===== config.mk =====
export PLATFORM = sky130hd
export DESIGN_NAME = wcf_fifo
export DESIGN_NICKNAME = d
export VERILOG_FILES = /design/src/hw/rtl/window_convolution_filter_defines.svh /design/src/hw/rtl/wcf_pkg.sv /design/src/hw/rtl/wcf_fifo.sv
export SDC_FILE = /design/constraint.sdc
export NUM_CORES = 1
export LEC_CHECK = 0
export ABC_AREA = 1
export BUFFER_PORTS_ARGS = -buffer_cell sky130_fd_sc_hd__buf_2
export CAP_MARGIN = 25
export CELL_PAD_IN_SITES_DETAIL_PLACEMENT = 1
export CELL_PAD_IN_SITES_GLOBAL_PLACEMENT = 1
export CORE_UTILIZATION = 40
export DETAILED_ROUTE_END_ITERATION = 12
export MAX_ROUTING_LAYER = met4
export PLACE_DENSITY_LB_ADDON = 0.1
export SLEW_MARGIN = 20
export SYNTH_ARGS = -nofsm -noshare
export SYNTH_HDL_FRONTEND = slang
export SYNTH_SLANG_ARGS = --single-unit

===== constraint.sdc =====
create_clock -name clk -period 5.2 [get_ports clk]
set_input_delay 0.52 -clock clk [delete_from_list [all_inputs] [get_ports clk]]
set_output_delay 0.52 -clock clk [all_outputs]
set_load 0.005 [all_outputs]

===== src/hw/rtl/window_convolution_filter_defines.svh =====
// Assertion macros used by the window convolution filter top level.
`ifndef WINDOW_CONVOLUTION_FILTER_DEFINES_SVH
`define WINDOW_CONVOLUTION_FILTER_DEFINES_SVH
`ifndef SYNTH
`define WCF_ASSERT(lbl, prop) lbl: assert property (@(posedge clk) disable iff (!arst_n) \
	prop) else $error("window filter check failed");
`define WCF_NEVER(lbl, cond) lbl: assert property (@(posedge clk) disable iff (!arst_n) \
	!(cond)) else $error("window filter forbidden condition");
`else
`define WCF_ASSERT(lbl, prop)
`define WCF_NEVER(lbl, cond)
`endif
`endif


===== src/hw/rtl/wcf_pkg.sv =====
// Types, constants and kernel table of the window convolution filter.
`default_nettype none
package wcf_pkg;
	localparam int MAX_WIDTH = 2048;
	localparam int COL_W = $clog2(MAX_WIDTH);
	localparam int ROW_W = 12;
	localparam int DIM_W = 12;
	localparam int EMIT_W = 22;
	localparam int WIN = 5;
	localparam int HALF = WIN / 2;
	localparam int LINES = WIN - 1;
	localparam int SLOT_W = $clog2(LINES);
	localparam int TAPS = WIN * WIN;
	localparam int TAP_W = $clog2(TAPS);
	localparam int CHAN = 3;
	localparam int PIX_W = 8 * CHAN;
	localparam int MODE_W = 4;
	localparam int TERM_W = 13;
	localparam int SUM_W = 16;
	localparam int POS_W = 14;
	localparam int QDEPTH = 4;
	localparam int QPTR_W = $clog2(QDEPTH);
	localparam int QCNT_W = $clog2(QDEPTH + 1);

	localparam logic [1:0] REG_IMAGE_WIDTH = 2'd0;
	localparam logic [1:0] REG_IMAGE_HEIGHT = 2'd1;
	localparam logic [1:0] REG_KERNEL_MODE = 2'd2;

	localparam logic [MODE_W-1:0] MODE_IDENTITY = 4'd0;
	localparam logic [MODE_W-1:0] MODE_BOX3 = 4'd5;
	localparam logic [MODE_W-1:0] MODE_GAUSS = 4'd6;
	localparam logic [MODE_W-1:0] MODE_BOX5 = 4'd8;
	localparam logic [MODE_W-1:0] MODE_COUNT = 4'd9;

	localparam int RECIP_SHIFT = 18;
	localparam int RECIP_9 = 29128;
	localparam int RECIP_25 = 10486;

	localparam logic signed [4:0] KERN [9][TAPS] = '{
		'{0,0,0,0,0, 0,0,0,0,0, 0,0,1,0,0, 0,0,0,0,0, 0,0,0,0,0},
		'{0,0,0,0,0, 0,1,0,-1,0, 0,0,0,0,0, 0,-1,0,1,0, 0,0,0,0,0},
		'{0,0,0,0,0, 0,0,1,0,0, 0,1,-4,1,0, 0,0,1,0,0, 0,0,0,0,0},
		'{0,0,0,0,0, 0,-1,-1,-1,0, 0,-1,8,-1,0, 0,-1,-1,-1,0, 0,0,0,0,0},
		'{0,0,0,0,0, 0,0,-1,0,0, 0,-1,5,-1,0, 0,0,-1,0,0, 0,0,0,0,0},
		'{0,0,0,0,0, 0,1,1,1,0, 0,1,1,1,0, 0,1,1,1,0, 0,0,0,0,0},
		'{0,0,0,0,0, 0,1,2,1,0, 0,2,4,2,0, 0,1,2,1,0, 0,0,0,0,0},
		'{0,0,0,0,0, 0,0,0,1,0, 0,0,0,0,0, 0,-1,0,0,0, 0,0,0,0,0},
		'{1,1,1,1,1, 1,1,1,1,1, 1,1,1,1,1, 1,1,1,1,1, 1,1,1,1,1}
	};

	typedef struct packed {
		logic [PIX_W-1:0] pix;
		logic [COL_W-1:0] col;
		logic [SLOT_W-1:0] slot;
		logic emit;
		logic last;
		logic [WIN-1:0] row_ok;
		logic [WIN-1:0] col_ok;
		logic [MODE_W-1:0] mode;
	} item_t;

	typedef struct packed {
		logic [COL_W-1:0] col;
		logic [ROW_W-1:0] row;
	} front_status_t;

	typedef struct packed {
		logic clearing;
	} back_status_t;

	function automatic logic signed [4:0] kern_coef(input logic [MODE_W-1:0] mode,
		input logic [TAP_W-1:0] idx);
		if (mode < MODE_COUNT)
			return KERN[mode][idx];
		return 5'sd0;
	endfunction
endpackage
`default_nettype wire


===== src/hw/rtl/wcf_fifo.sv =====
// Short item queue between the front end and the filter back end.
`default_nettype none
module wcf_fifo (
	input wire logic clk,
	input wire logic arst_n,
	input wire logic push,
	input wire wcf_pkg::item_t push_item,
	input wire logic pop,
	output wcf_pkg::item_t pop_item,
	output logic not_empty,
	output logic full,
	output logic [wcf_pkg::QCNT_W-1:0] count
);
	import wcf_pkg::*;

	item_t store_q [QDEPTH];
	logic [QPTR_W-1:0] wr_q, rd_q;
	logic [QCNT_W-1:0] cnt_q;

	always_ff @(posedge clk) begin
		if (push)
			store_q[wr_q] <= push_item;
	end

	always_ff @(posedge clk or negedge arst_n) begin
		if (!arst_n) begin
			wr_q <= '0;
			rd_q <= '0;
			cnt_q <= '0;
		end else begin
			if (push)
				wr_q <= wr_q + QPTR_W'(1);
			if (pop)
				rd_q <= rd_q + QPTR_W'(1);
			if (push && !pop)
				cnt_q <= cnt_q + QCNT_W'(1);
			else if (pop && !push)
				cnt_q <= cnt_q - QCNT_W'(1);
		end
	end

	assign pop_item = store_q[rd_q];
	assign not_empty = cnt_q != '0;
	assign full = cnt_q == QCNT_W'(QDEPTH);
	assign count = cnt_q;
endmodule
`default_nettype wire


**Word level (Yosys, flattened, before mapping)**

Memory sizes are Yosys's and may differ from the RTL's.
Cells that the tools add are included.

- Register bits: 7
- RAM bits: 212
- Input bits: 57
- Output and inout port bits: 58
- Word-level logic and storage cells: 19
- Memories kept: 1

Memories:

| name | words | width | rd ports | clocked after memory_dff | wr ports | RTL line | source |
|---|---|---|---|---|---|---|---|
| store_q | 4 | 53 | 1 | 0 | 1 | wcf_fifo.sv:16 | `item_t store_q [QDEPTH];` |

- Add/sub/neg operators: 4
- Equality and inequality tests: 1
- Mux-type cells: 4
- Reductions and logical operators: 6

Operator list:

| kind | number |
|---|---|
| two-way mux 3 bit | 2 |
| adder 2 x 1 -> 2 bit (second input constant) | 2 |
| adder 3 x 1 -> 3 bit (second input constant) | 1 |
| equality test 3 bit (second input constant) | 1 |
| nonzero test 3 bit | 1 |
| subtractor 3 x 1 -> 3 bit (second input constant) | 1 |
| logical AND 1 bit | 2 |
| zero test 1 bit | 2 |
| two-way mux 1 bit | 2 |
| nonzero test 2 bit | 1 |

**Logic depth before layout (Yosys ltp)**

- Depth in word-level cells: 4
- Gate-level depth with buffers: 9

**Least setup slack after synthesis**

Ideal clock, no wire load.

- Path kind: input-to-reg
- From: input port push
- To: memory store_q[0][0] in the netlist's numbering, enable pin
- Setup time: 0.407 ns
- Arrival: 1.847 ns
- Slack: 2.945 ns
- Stages: 3
- Path through: clkbuf_1 > nand2_1 > inv_1

- Word-level cells in the longest chain between the ends: 2

Ends and longest elaborated chain:

| item | RTL line | source |
|---|---|---|
| from (decl) | wcf_fifo.sv:6 | `input wire logic push,` |
| two-way mux 1 bit | wcf_fifo.sv:21 | `if (push)` |
| two-way mux 1 bit (not written as such) | wcf_fifo.sv:22 | `store_q[wr_q] <= push_item;` |
| to (decl) | wcf_fifo.sv:16 |  |

Every way passes these cells.

==> results_dict.tcl <==
set metrics [dict create \
    gp_congestion 0.699 \
    root_buffer "clkbuf_16" \
    finalSetupViolCount 0 \
    syn-num-nets 730 \
    start_kind "flip-flop" \
    yosys.cell_types.count 21 \
    cts_tree "done" \
    hold_viol 0 \
    wl_per_cell_um 18.3 \
    hp-class "input pin to flip-flop" \
    ioPinCount 115 \
    layout.nets 843 \
    placed_area_um2 9870 \
    grt_pass1_wl_um 31400 \
    rr_worst_depth 5 \
    fp.dieArea_um2 23500 \
    slew_viol_final 0 \
    antenna_found_initial 2 \
    worstSetupStartpoint "rd_q[0]" \
    portBuffers 114 \
    critical_path_class "flip-flop to output pin" \
    grt-ovfl-total 0 \
    holdWs_ns 0.234 \
    fin_ws_ns 1.93 \
    fin_worst_skew_ns 0.00748 \
    final_cells 1081 \
    dr.pass1.iters 4 \
    routed_wl_um 19800 \
    die_w_um 153 \
    status "finished clean" \
    irDropWorstVdd_uv 562 \
    post_cts_buffers 0 \
    grt_max_degree 112 \
    areaGrowthSynthToFinish_pct 15.6 \
    htreeDepth 1 \
    path_clk_slew_ns 0.06 \
    grt_pass1_vias 5811 \
    required_ns 4.68 \
    fillers 2370 \
    multiInputGateArea_um2 1880 \
    ant_nets 0 \
    grt.total_usage_pct 17.7 \
    power_mw 5.97 \
    netlist_area_um2 9170 \
    r2r-end "store_q[1][17]" \
    dp_hpwl_um 11500 \
    max-cap-violations 0 \
    synth-seq-cells 219 \
    synth_cells 667 \
    worst_setup_path_end_kind "output pin" \
    worstPathMaxFanout 111 \
    p_leak_nw 4.31 \
    critical_path_arrival_ns 2.75 \
    synth.avg_cell_area_um2 13.8 \
    yosysWarnings 0 \
    r2r_slack_ns 2.98 \
    clockBufferDepth 3 \
    start_util_pct 40.6 \
    post-place-ws_ns 2.40 \
    place_inst 1036 \
    clock-sinks 219 \
    powerDensity_nw_per_um2 564 \
    fin_crit_sh_pct 62.9 \
    rsz0062_at_grt "no" \
    fmax_mhz 306 \
    post_cts_resized 0 \
    viasPerCell 4.94 \
    slew-limit-headroom_pct 40.8 \
    die_h_um 153 \
    worstReg2RegStart "wr_q[1]" \
    drt_iter0_markers 232 \
    cts_hold_buf 1 \
    setup_tns_ns 0 \
    post-route-util_pct 47.0 \
    tightestPinTransition_ns 0.887 \
    seq_area_frac_synth_pct 71.3 \
    core-area_um2 22600 \
    final_area_um2 10600 \
    fp-row-count 55 \
    drive_above_1_share_pct 26.7 \
    endpoint "pop_item[12]" \
    regArea_um2 6550 \
    drc 0 \
    cts_buffers 25 \
    insertion_delay_ns 0.50 \
    fin_crit_ns 3.27 \
    via_count 5338 \
]
==> flip-flops by register name, indices dropped and copies added (netlist names) <==
name and count:
count 3, store_q 212, wr_q 2, rd_q 2
==> cells in the final DEF (no fill, tap or decap), types with 5 or more instances in the layout <==
cell / n
o211ai_1: 47
o211ai_2: 59
edfxtp_1: 212
buf_2: 114
dfrtp_1: 5
clkbuf_16: 25
nand2_1: 173
clkinv_1: 7
ha_1: 5
clkbuf_1: 9
inv_1: 113
==> metal layers <==
layer,part of all wire (%),vias up,wire length (µm),global-route usage (%)
met5,0,-,0,-
met4,1.5,0,291,3.76
met3,4.2,26,839,3.23
met2,49,101,9780,30.2
met1,45,2670,8860,22.1
li1,-,2541,-,-
==> worst max-delay path: stages, from the launching register on <==
cell and delay [ns]:
dfrtp_4 0.89, buf_12 0.33, buf_12 0.46, nand2_1 0.13, o211ai_1 0.11, nand2_1 0.12
buf_2 0.15
==> area by class of cell <==
cell class              count  area share [%]
well taps                 285            3.36
multi-input cells         294            17.8
inverters                 118            4.20
repair buffers            122            6.40
clock inverters             7           0.248
diodes                      2          0.0472
flip-flops and latches    219            61.8
clock buffers              34            6.22
==> worst min path at each step <==
stage	depth (start not counted)	slack, ns	endpoint	startpoint
final	1	0.23	store_q[2][20]	push_item[20]
after global routing	2	0.22	rd_q[0]	pop
after CTS	1	0.21	store_q[3][22]	push_item[22]
after detailed placement	1	0.37	count[0]	arst_n
after global placement	1	0.36	count[0]	arst_n
after floorplan	0	0.22	count[0]	arst_n
==> logic make-up after synthesis <==
| group | count (synthesis) | share of synthesized area [%] |
|---|---|---|
| buffers and inverters | 154 | 8.17 |
| xor gates and xnor gates | 4 | 0.382 |
| adders and majority gates | 6 | 0.900 |
| AOI/OAI and AO/OA | 107 | 11.9 |
| DFF | 219 | 71.3 |
| and+or+nand+nor | 177 | 7.30 |
==> cell usage after synthesis, drive strengths merged <==
cell | instances | share of area (%)
edfxtp | 212 | 69
nand2 | 173 | 7.1
inv | 118 | 4.9
o211ai | 106 | 12
buf | 35 | 3.3
dfrtp | 7 | 1.9
ha | 5 | 0.68
xor2 | 3 | 0.29
clkbuf | 1 | 0.041
fa | 1 | 0.22
nand3 | 1 | 0.055
nand4 | 1 | 0.068
nor2 | 1 | 0.041
nor3 | 1 | 0.055
o21ai | 1 | 0.055
xnor2 | 1 | 0.095
==> power breakdown <==
group	internal (mW)	switching, mW	leakage (nW)	total, mW
clock network	0.873	0.640	0.330	1.51
registers	2.32	0.234	2.03	2.55
logic	0.720	1.19	1.95	1.91
total	3.91	2.06	4.31	5.97
No activity file was read; power rests on OpenSTA's default activity.
