### config.mk
export PLATFORM = sky130hd
export DESIGN_NAME = wcf_front
export DESIGN_NICKNAME = d
export VERILOG_FILES = /design/src/hw/rtl/window_convolution_filter_defines.svh /design/src/hw/rtl/wcf_pkg.sv /design/src/hw/rtl/wcf_front.sv
export SDC_FILE = /design/constraint.sdc
export NUM_CORES = 1
export LEC_CHECK = 0
export ABC_AREA = 1
export ABC_CLOCK_PERIOD_IN_PS = 8200
export BUFFER_PORTS_ARGS = -buffer_cell sky130_fd_sc_hd__buf_4
export CAP_MARGIN = 25
export CORE_AREA = 4 4 207 209
export DETAILED_ROUTE_END_ITERATION = 10
export DIE_AREA = 0 0 211 213
export PLACE_DENSITY = 0.62
export SETUP_SLACK_MARGIN = 0.15
export SLEW_MARGIN = 40
export SYNTH_ARGS = -nofsm -noshare
export SYNTH_HDL_FRONTEND = slang
export SYNTH_SLANG_ARGS = --single-unit
### constraint.sdc
create_clock -name clk -period 8.2 [get_ports clk]
set_input_delay 1.64 -clock clk [delete_from_list [all_inputs] [get_ports clk]]
set_output_delay 1.64 -clock clk [all_outputs]
set_load 0.005 [all_outputs]
### src/hw/rtl/window_convolution_filter_defines.svh
// Assertion macros used by the window convolution filter top level.
`ifndef WINDOW_CONVOLUTION_FILTER_DEFINES_SVH
`define WINDOW_CONVOLUTION_FILTER_DEFINES_SVH
`ifndef SYNTH
`define WCF_ASSERT(lbl, prop) lbl: assert property (@(posedge clk) disable iff (!arst_n) \
	prop) else $error("window filter check failed");
`define WCF_NEVER(lbl, cond) lbl: assert property (@(posedge clk) disable iff (!arst_n) \
	!(cond)) else $error("window filter forbidden condition");
`else
`define WCF_ASSERT(lbl, prop)
`define WCF_NEVER(lbl, cond)
`endif
`endif

### src/hw/rtl/wcf_pkg.sv
// Types, constants and kernel table of the window convolution filter.
`default_nettype none
package wcf_pkg;
	localparam int MAX_WIDTH = 2048;
	localparam int COL_W = $clog2(MAX_WIDTH);
	localparam int ROW_W = 12;
	localparam int DIM_W = 12;
	localparam int EMIT_W = 22;
	localparam int WIN = 5;
	localparam int HALF = WIN / 2;
	localparam int LINES = WIN - 1;
	localparam int SLOT_W = $clog2(LINES);
	localparam int TAPS = WIN * WIN;
	localparam int TAP_W = $clog2(TAPS);
	localparam int CHAN = 3;
	localparam int PIX_W = 8 * CHAN;
	localparam int MODE_W = 4;
	localparam int TERM_W = 13;
	localparam int SUM_W = 16;
	localparam int POS_W = 14;
	localparam int QDEPTH = 4;
	localparam int QPTR_W = $clog2(QDEPTH);
	localparam int QCNT_W = $clog2(QDEPTH + 1);

	localparam logic [1:0] REG_IMAGE_WIDTH = 2'd0;
	localparam logic [1:0] REG_IMAGE_HEIGHT = 2'd1;
	localparam logic [1:0] REG_KERNEL_MODE = 2'd2;

	localparam logic [MODE_W-1:0] MODE_IDENTITY = 4'd0;
	localparam logic [MODE_W-1:0] MODE_BOX3 = 4'd5;
	localparam logic [MODE_W-1:0] MODE_GAUSS = 4'd6;
	localparam logic [MODE_W-1:0] MODE_BOX5 = 4'd8;
	localparam logic [MODE_W-1:0] MODE_COUNT = 4'd9;

	localparam int RECIP_SHIFT = 18;
	localparam int RECIP_9 = 29128;
	localparam int RECIP_25 = 10486;

	localparam logic signed [4:0] KERN [9][TAPS] = '{
		'{0,0,0,0,0, 0,0,0,0,0, 0,0,1,0,0, 0,0,0,0,0, 0,0,0,0,0},
		'{0,0,0,0,0, 0,1,0,-1,0, 0,0,0,0,0, 0,-1,0,1,0, 0,0,0,0,0},
		'{0,0,0,0,0, 0,0,1,0,0, 0,1,-4,1,0, 0,0,1,0,0, 0,0,0,0,0},
		'{0,0,0,0,0, 0,-1,-1,-1,0, 0,-1,8,-1,0, 0,-1,-1,-1,0, 0,0,0,0,0},
		'{0,0,0,0,0, 0,0,-1,0,0, 0,-1,5,-1,0, 0,0,-1,0,0, 0,0,0,0,0},
		'{0,0,0,0,0, 0,1,1,1,0, 0,1,1,1,0, 0,1,1,1,0, 0,0,0,0,0},
		'{0,0,0,0,0, 0,1,2,1,0, 0,2,4,2,0, 0,1,2,1,0, 0,0,0,0,0},
		'{0,0,0,0,0, 0,0,0,1,0, 0,0,0,0,0, 0,-1,0,0,0, 0,0,0,0,0},
		'{1,1,1,1,1, 1,1,1,1,1, 1,1,1,1,1, 1,1,1,1,1, 1,1,1,1,1}
	};

	typedef struct packed {
		logic [PIX_W-1:0] pix;
		logic [COL_W-1:0] col;
		logic [SLOT_W-1:0] slot;
		logic emit;
		logic last;
		logic [WIN-1:0] row_ok;
		logic [WIN-1:0] col_ok;
		logic [MODE_W-1:0] mode;
	} item_t;

	typedef struct packed {
		logic [COL_W-1:0] col;
		logic [ROW_W-1:0] row;
	} front_status_t;

	typedef struct packed {
		logic clearing;
	} back_status_t;

	function automatic logic signed [4:0] kern_coef(input logic [MODE_W-1:0] mode,
		input logic [TAP_W-1:0] idx);
		if (mode < MODE_COUNT)
			return KERN[mode][idx];
		return 5'sd0;
	endfunction
endpackage
`default_nettype wire

### src/hw/rtl/wcf_front.sv
// Front end: raster position counters and classification of each pixel.
`default_nettype none
module wcf_front (
	input wire logic clk,
	input wire logic arst_n,
	input wire logic [wcf_pkg::DIM_W-1:0] image_width,
	input wire logic [wcf_pkg::DIM_W-1:0] image_height,
	input wire logic [wcf_pkg::MODE_W-1:0] kernel_mode,
	input wire logic push,
	input wire logic pad,
	input wire logic [wcf_pkg::PIX_W-1:0] pix_in,
	output wcf_pkg::item_t item,
	output wcf_pkg::front_status_t status
);
	import wcf_pkg::*;

	logic [COL_W-1:0] col_q;
	logic [ROW_W-1:0] row_q;
	logic [EMIT_W-1:0] emitted_q;
	logic [EMIT_W-1:0] whm1_q;
	logic [DIM_W-1:0] w_eff, h_eff;
	logic [2*DIM_W-1:0] wh_prod;
	logic signed [POS_W-1:0] ys, xs, yy, xx;
	logic wrap_col;

	always_comb begin
		w_eff = image_width;
		if (image_width < DIM_W'(3))
			w_eff = DIM_W'(3);
		else if (image_width > DIM_W'(MAX_WIDTH))
			w_eff = DIM_W'(MAX_WIDTH);
		h_eff = image_height;
		if (image_height < DIM_W'(3))
			h_eff = DIM_W'(3);
		else if (image_height > DIM_W'(2048))
			h_eff = DIM_W'(2048);
	end

	assign wh_prod = w_eff * h_eff;

	// Center of the window in image coordinates
	always_comb begin
		if (col_q >= COL_W'(HALF)) begin
			ys = POS_W'(row_q) - POS_W'(HALF);
			xs = POS_W'(col_q) - POS_W'(HALF);
		end else begin
			ys = POS_W'(row_q) - POS_W'(HALF + 1);
			xs = POS_W'(w_eff) - POS_W'(HALF) + POS_W'(col_q);
		end
	end

	always_comb begin
		item.pix = '0;
		if (!pad && row_q < h_eff && DIM_W'(col_q) < w_eff)
			item.pix = pix_in;
		item.col = col_q;
		item.slot = row_q[SLOT_W-1:0];
		item.emit = (row_q > ROW_W'(HALF)) ||
			(row_q == ROW_W'(HALF) && col_q >= COL_W'(HALF));
		item.last = item.emit && (emitted_q >= whm1_q);
		item.mode = (kernel_mode < MODE_COUNT) ? kernel_mode : MODE_IDENTITY;
		yy = '0;
		xx = '0;
		for (int i = 0; i < WIN; i++) begin
			yy = ys + POS_W'(i) - POS_W'(HALF);
			xx = xs + POS_W'(i) - POS_W'(HALF);
			item.row_ok[i] = (yy >= 0) && (yy < $signed(POS_W'(h_eff)));
			item.col_ok[i] = (xx >= 0) && (xx < $signed(POS_W'(w_eff)));
		end
	end

	assign wrap_col = (DIM_W'(col_q) + DIM_W'(1)) >= w_eff;

	always_ff @(posedge clk or negedge arst_n) begin
		if (!arst_n) begin
			col_q <= '0;
			row_q <= '0;
			emitted_q <= '0;
			whm1_q <= '0;
		end else begin
			whm1_q <= EMIT_W'(wh_prod - (2*DIM_W)'(1));
			if (push) begin
				if (item.last) begin
					col_q <= '0;
					row_q <= '0;
					emitted_q <= '0;
				end else begin
					if (item.emit)
						emitted_q <= emitted_q + EMIT_W'(1);
					if (wrap_col) begin
						col_q <= '0;
						row_q <= row_q + ROW_W'(1);
					end else begin
						col_q <= col_q + COL_W'(1);
					end
				end
			end
		end
	end

	assign status.col = col_q;
	assign status.row = row_q;
endmodule
`default_nettype wire

=== Word-level counts from Yosys, hierarchy flattened ===
Index checks and enable logic that the tools add are counted.

* $add $sub $neg: 28
* $mul: 1
* Shifts and indexed selects: 0
* Div/mod/pow operators: 0
* Muxes and demuxes: 14
* Order comparisons: 31
* Reduce and logical (&&, ||, !) cells: 20
* Eq/ne operators: 1
* Bitwise gates (word level): 0

{| class="wikitable"
|+ Operators by type and width
! kind !! count
|-
| $ge 14x1->1 const B || 10
|-
| $lt 14x13->1 || 10
|-
| $sub 14x3->14 const B || 10
|-
| $mux 12 || 6
|-
| $add 14x3->14 const B || 4
|-
| $mux 22 || 2
|-
| $sub 12x2->13 const B || 3
|-
| $add 14x2->14 const B || 2
|-
| $add 14x4->14 const B || 2
|-
| $mux 14 || 2
|-
| $gt 12x12->1 const B || 2
|-
| $lt 12x2->1 const B || 2
|-
| $mux 24 || 1
|-
| $add 22x1->22 const B || 1
|-
| $ge 22x22->1 || 1
|-
| $mul 12x12->22 || 1
|-
| $mux 11 || 2
|-
| $sub 22x1->22 const B || 1
|-
| $add 13x12->14 || 1
|-
| $logic_and 1x1->1 || 14
|-
| $add 11x1->12 const B || 1
|-
| $add 12x1->12 const B || 1
|-
| $eq 12x2->1 const B || 1
|-
| $ge 12x12->1 || 1
|-
| 12 further kinds || 14
|}

* Bits in latches: 0
* Output and inout bits: 76
* Logic and storage cells: 99
* Flip-flop bits (word level): 67
* ROM bits: 0
* Memories kept: 0
* RAM bits: 0
* Input bits: 56

=== Longest topological paths before layout ===
Gate-level depths: netlist of the first run.

* Word-level depth: 10
* Gate-level depth with buffers: 35
* Gate-level depth less buffers: 35

=== Worst setup path after synthesis of the first run ===
No wires, ideal clock.

* Path type: input to output
* Start: input image_width[5] in the netlist's numbering
* End: output item[7] in the netlist's numbering
* Arrival: 6014 ps
* Setup slack: 546 ps
* Required time: 6560 ps
* Buffers on the path: 0
* Cell stages on the path: 33
* Path through: nor2_1 nand2_1 nor2_1 nand2_1 nand2_1 inv_1 o21ai_1 inv_1 ha_1 inv_1 nor2_1 nand2_1 xor2_1 ha_1 a21oi_1 nand2_1 xnor2_1 nand2_1 nand2_2 nor2_1 nand3_2 nor2_2 xor2_2 nand2_1 o21ai_1 ha_1 inv_1 nor3_1 a211oi_1 nand2_1 a21boi_0 nand3_1 nor2_1

{| class="wikitable"
|+ RTL lines
! what !! RTL line !! text
|-
| start, declared || wcf_front.sv:6 || <nowiki>input wire logic [wcf_pkg::DIM_W-1:0] image_width,</nowiki>
|-
| end, declared || wcf_front.sv:12 || <nowiki>output wcf_pkg::item_t item,</nowiki>
|}

==> reports/qor.csv, run 1 <==
metric,value,unit
rr_endpoint,row_q[1]$_DFFE_PN0P_,
cts_buffers,9,
synth_area_per_cell,7.082,µm²
groute.usage.overall,20.39,%
design_area,17700,µm²
crit_end,item[7],
die_height,213,µm
synth-seq-cells,67,
path_max_fanout,13,
ant_nets,0,
path_common_cell,nand2_1,
synth-edff-count,0,
fin_crit_sh,94.58,%
crit_start,image_width[5],
syn_inst,2171,
gr-total-overflow,0,
critPathSlowestCell,fa_1,
numPortBuffers,131,
crit_type,primary input to primary output,
status,"complete, no violations",
max_freq,128.9,MHz
synth.distinct_cells,51,
fp.dieW,211,µm
cts_tree,built,
hold_class,flop to flop,
clk_latency,0.35,ns
drt-initial-drc-count,844,
clock-sinks,67,
final_layout_size_suffix_gt1_share,12.70,%
rows,74,
synthFlopType,dfrtp_1,
syn-num-nets,2592,
dr.pass1.iters,5,
setup_violations,0,
worstMarginPinSlew,0.8252,ns
htreeDepth,3,
num_vias,14800,
gp_congestion,0.9703,
maxSlewViolCount,0,
crit_required,6.56,ns
whs,0.5475,ns
rsz0062_at_grt,no,
initial_core_util,37.66,%
final_net_count,2747,
ff2ff_path_depth,17,
fin_tns_setup,0,ns
antennaDiodeCount,0,
syn_area,15380,µm²
worstSetupStartpointType,primary input,
viasPerCell,5.171,
place_area,17090,µm²
reg2reg_setup_slack,4.17,ns
wl_per_cell,16.21,µm
finClkSkew,0.008750,ns
grt_pass1_wl,73800,µm
synthArstFlopShare,100.0,%
yosysWarningCount,0,
clkTransAtPathRegs,0.06,ns
final_common_cell,nand2_1,
grt_pass1_vias,14250,
worst_path_largest_cell_delay,0.46,ns
grt_max_degree,68,
core_area,40830,µm²
mostFrequentLayoutCells,"nand2_1, inv_1, ha_1",
crit_path_end_kind,primary output,
wl,46410,µm
relSlewSlack,44.62,%
cts_buffer_depth,2,
drc,0,
finalHoldViolations,0,
fin_crit,7.756,ns
maxCapViolations,0,
crit_arrival,6.12,ns
dp_hpwl,37720,µm
synth-seq-area-share,10.90,%
io_pins,132,
clockRootBuffer,clkbuf_16,
antenna_found_initial,0,
syn2layout_area_growth,15.13,%
die-area,44940,µm²
r2r-start,col_q[2]$_DFFE_PN0P_,
nFillCells,4195,
worst max-delay path, delay by kind of cell:
| kind | cells | cell delay, ns |
|---|---|---|
| and+or+nand+nor | 15 | 1.59 |
| adders and majority gates | 3 | 0.98 |
| xor gates and xnor gates | 2 | 0.32 |
| buffers and inverters | 7 | 0.79 |
| AOI/OAI and AO/OA | 5 | 0.75 |
flip-flops by register name, indices dropped and copies added, names as in the netlist:
signal / count
emitted_q: 22
whm1_q: 22
col_q: 11
row_q: 12
through the flow:
step	setup slack, ns	instances	util (%)
floorplan	0.5460	2171	-
global placement	0.1842	2830	41.85
detailed placement	0.1821	2830	41.86
CTS	0.1569	2846	42.53
global route	0.1183	2863	43.35
finish	0.4442	2863	43.35
timing repair:
item | in CTS | in global routing
buffers inserted | 0 | 16
hold buffers | 0 | 0
resized for setup | 0 | 57
endpoints found under the setup margin | 0 | 4
routing by layer:
layer | wire length (µm) | track usage, % | part of all wire, % | up-vias
li1 | - | - | - | 7254
met1 | 20720 | 27.65 | 45 | 6987
met2 | 21380 | 33.92 | 46 | 481
met3 | 2988 | 3.086 | 6.4 | 82
met4 | 1319 | 5.880 | 2.8 | 0
met5 | 0 | 0 | 0 | -
synthesized netlist by cell type (13+ instances only):
cell / instances / area share, %
a211oi_1: 19 / 0.93
a21oi_1: 100 / 3.3
buf_4: 13 / 0.63
clkbuf_1: 21 / 0.51
dfrtp_1: 67 / 11
fa_1: 109 / 14
ha_1: 256 / 21
inv_1: 378 / 9.2
nand2_1: 441 / 11
nand3_1: 87 / 2.8
nand4_1: 45 / 1.8
nor2_1: 229 / 5.6
nor2_2: 13 / 0.53
nor3_1: 54 / 1.8
nor4_1: 14 / 0.57
o21ai_0: 78 / 2.5
xnor2_1: 14 / 0.80
xor2_1: 123 / 7.0
cell type report:
cell class | count | area, µm² | share of cell area (%)
Clock buffer | 9 | 225.2 | 1.272
Clock inverter | 7 | 48.80 | 0.2757
Inverter | 392 | 1474 | 8.326
Multi-Input combinational cell | 1668 | 12180 | 68.83
Sequential cell | 67 | 1677 | 9.471
Tap cell | 532 | 665.6 | 3.760
Timing Repair Buffer | 188 | 1428 | 8.065
how the worst min path moves through the flow:
| stage | start | endpoint | slack [ns] | depth (start not counted) |
|---|---|---|---|---|
| 2_1_floorplan | emitted_q[1]$_DFFE_PN0P_ | emitted_q[1]$_DFFE_PN0P_ | 0.50 | 2 |
| 3_3_place_gp | emitted_q[1]$_DFFE_PN0P_ | emitted_q[1]$_DFFE_PN0P_ | 0.54 | 2 |
| 3_5_place_dp | emitted_q[1]$_DFFE_PN0P_ | emitted_q[1]$_DFFE_PN0P_ | 0.54 | 2 |
| 4_1_cts | emitted_q[1]$_DFFE_PN0P_ | emitted_q[1]$_DFFE_PN0P_ | 0.56 | 2 |
| 5_1_grt | emitted_q[1]$_DFFE_PN0P_ | emitted_q[1]$_DFFE_PN0P_ | 0.59 | 2 |
| 6_report | emitted_q[1]$_DFFE_PN0P_ | emitted_q[1]$_DFFE_PN0P_ | 0.55 | 2 |
cell families after synthesis:
family,after synthesis,share of synthesized area (%)
compound gates,251,9.382
xor+xnor,139,8.089
fa+ha+maj,365,35.02
buf+inv,436,11.11
flops,67,10.90
simple gates,913,25.49
Power of run 1 is not shown: default switching activity piles up to over one toggle a cycle in this logic, so the estimate is an artifact.
==> run 2, diff against run 1 <==
- ABC_CLOCK_PERIOD_IN_PS: 8200 -> 7500
- clock period: 8.2 -> 7.5 ns (I/O delays scaled with it)
==> run 2 against run 1 <==
Effect of this change:
- final cell count increased by 2.0%
- wire length increased by 3.8%
- via count increased by 2.0%
- highest routed layer unchanged
==> reports/qor.csv, run 2 (synthesis gave the netlist of run 1 again) <==
metric,value,unit
maxCapViolations,0,
fin_util,45.81,%
relSlewSlack,47.26,%
use_met1,27.94,%
worstMarginPinSlew,0.7892,ns
cts_buffers,9,
crit_arrival,5.71,ns
core_area,40830,µm²
critPathSlowestCell,or2_2,
top_regs,"emitted_q: 22 flops, whm1_q: 22 flops, row_q: 12 flops",
wl,48150,µm
die-area,44940,µm²
hold_depth,2,
drt-initial-drc-count,1020,
grt_busiest_layer,met2,
crit_type,primary input to primary output,
antenna_found_initial,0,
reg2reg_setup_slack,3.59,ns
hold_class,flop to flop,
worstSetupStartpointType,primary input,
fp.dieW,211,µm
rows,74,
dp_hpwl,38640,µm
layout_setup_ws,0.2913,ns
fin_cells,2921,
drc,0,
cp_num_buf_inv,6,
clockRootBuffer,clkbuf_16,
num_vias,15100,
clock-sinks,67,
fin_crit_sh,96.12,%
antennaDiodeCount,0,
final_common_cell,nand2_1,
ff2ff_path_depth,19,
clkTransAtPathRegs,0.06,ns
ctsHoldBuffers,0,
fin_tns_setup,0,ns
multiInputGateArea,12590,µm²
hold_end,emitted_q[1]$_DFFE_PN0P_,
grt_pass1_vias,14800,
path_delay_family,simple AND/OR/NAND/NOR gates,
grt_max_degree,68,
final_net_count,2805,
final_layout_size_suffix_gt1_share,18.00,%
max_freq,138.7,MHz
rr_endpoint,col_q[5]$_DFFE_PN0P_,
gr-total-overflow,0,
cts_buffer_depth,2,
maxSlewViolCount,0,
rsz0062_at_grt,yes,
grt_pass1_wl,75840,µm
io_pins,132,
cts_tree,built,
crit_required,6.00,ns
finClkSkew,0.01372,ns
nFillCells,4070,
crit_cells,31,
status,"complete, no violations",
gp_congestion,0.9361,
ant_nets,0,
groute.usage.overall,20.84,%
htreeDepth,3,
setup_violations,0,
crit_path_end_kind,primary output,
fin_crit,7.209,ns
grtUsageMet3,2.674,%
wl_per_cell,16.48,µm
numPortBuffers,131,
syn2layout_area_growth,21.66,%
dp_slack,-0.03587,ns
dr.pass1.iters,5,
die_height,213,µm
viasPerCell,5.169,
initial_core_util,37.66,%
r2r-start,col_q[2]$_DFFE_PN0P_,
met2_usage,35.68,%
hp-start,emitted_q[1]$_DFFE_PN0P_,
finalHoldViolations,0,
ff_latch_area,1677,µm²
worst_path_largest_cell_delay,0.30,ns
clk_latency,0.36,ns
mostFrequentLayoutCells,"nand2_1, inv_1, ha_1",
place_inst,2863,
path_max_fanout,4,
run 2: cell types whose count changed in the layout (fill, tap and decap cells not counted), moves of 5 or more:
cell	previous run	this run
nand2_2	16	33
buf_4	186	227
inv_2	10	21
a21oi_1	97	91
buf_6	1	13
nor2_1	222	210
ha_1	251	246
ha_4	2	7
inv_1	373	360
nor2_4	7	18
nand2_1	432	412
run 2: layout make-up:
type                       instances  area share, %
multi-input combinational       1668          67.33
timing repair buffer             246          10.45
sequential                        67          8.963
inverter                         392          7.933
tap                              532          3.558
clock buffer                       9          1.204
clock inverter                     7         0.5618
run 2: metrics by stage:
step                      area [µm²]  hold WS (ns)
after floorplan                15380        0.5021
after global placement         17350        0.5463
after detailed placement       17360        0.5523
after CTS                      17810        0.5657
after global routing           18710        0.6073
final                          18710        0.5699
run 2: how the worst max path moves through the flow:
| stage | startpoint | to |
|---|---|---|
| floorplan | image_width[5] | item[7] |
| CTS | image_width[10] | item[7] |
| detailed placement | image_width[10] | item[8] |
| global route | image_width[9] | item[7] |
| finish | image_width[6] | item[5] |
| global placement | image_width[9] | item[4] |
run 2: repair_timing:
| action | in CTS | in global routing |
|---|---|---|
| setup buffers | 3 | 39 |
| cloned | 0 | 0 |
| endpoints found under the setup margin | 4 | 10 |
| pin swaps | 4 | 83 |
| gates resized for setup | 24 | 156 |
run 2: per-layer routing:
metal,vias up,routed length [µm]
met2,450,23030
met5,-,0
met3,61,2933
li1,7371,-
met1,7218,21170
met4,0,1019
run 2: tightest hold or removal path, stage by stage (launching register included):
cell     delay (ns)
dfrtp_1        0.41
nand2_1        0.07
nand2_1        0.06
Power of run 2 is left out for the same reason.
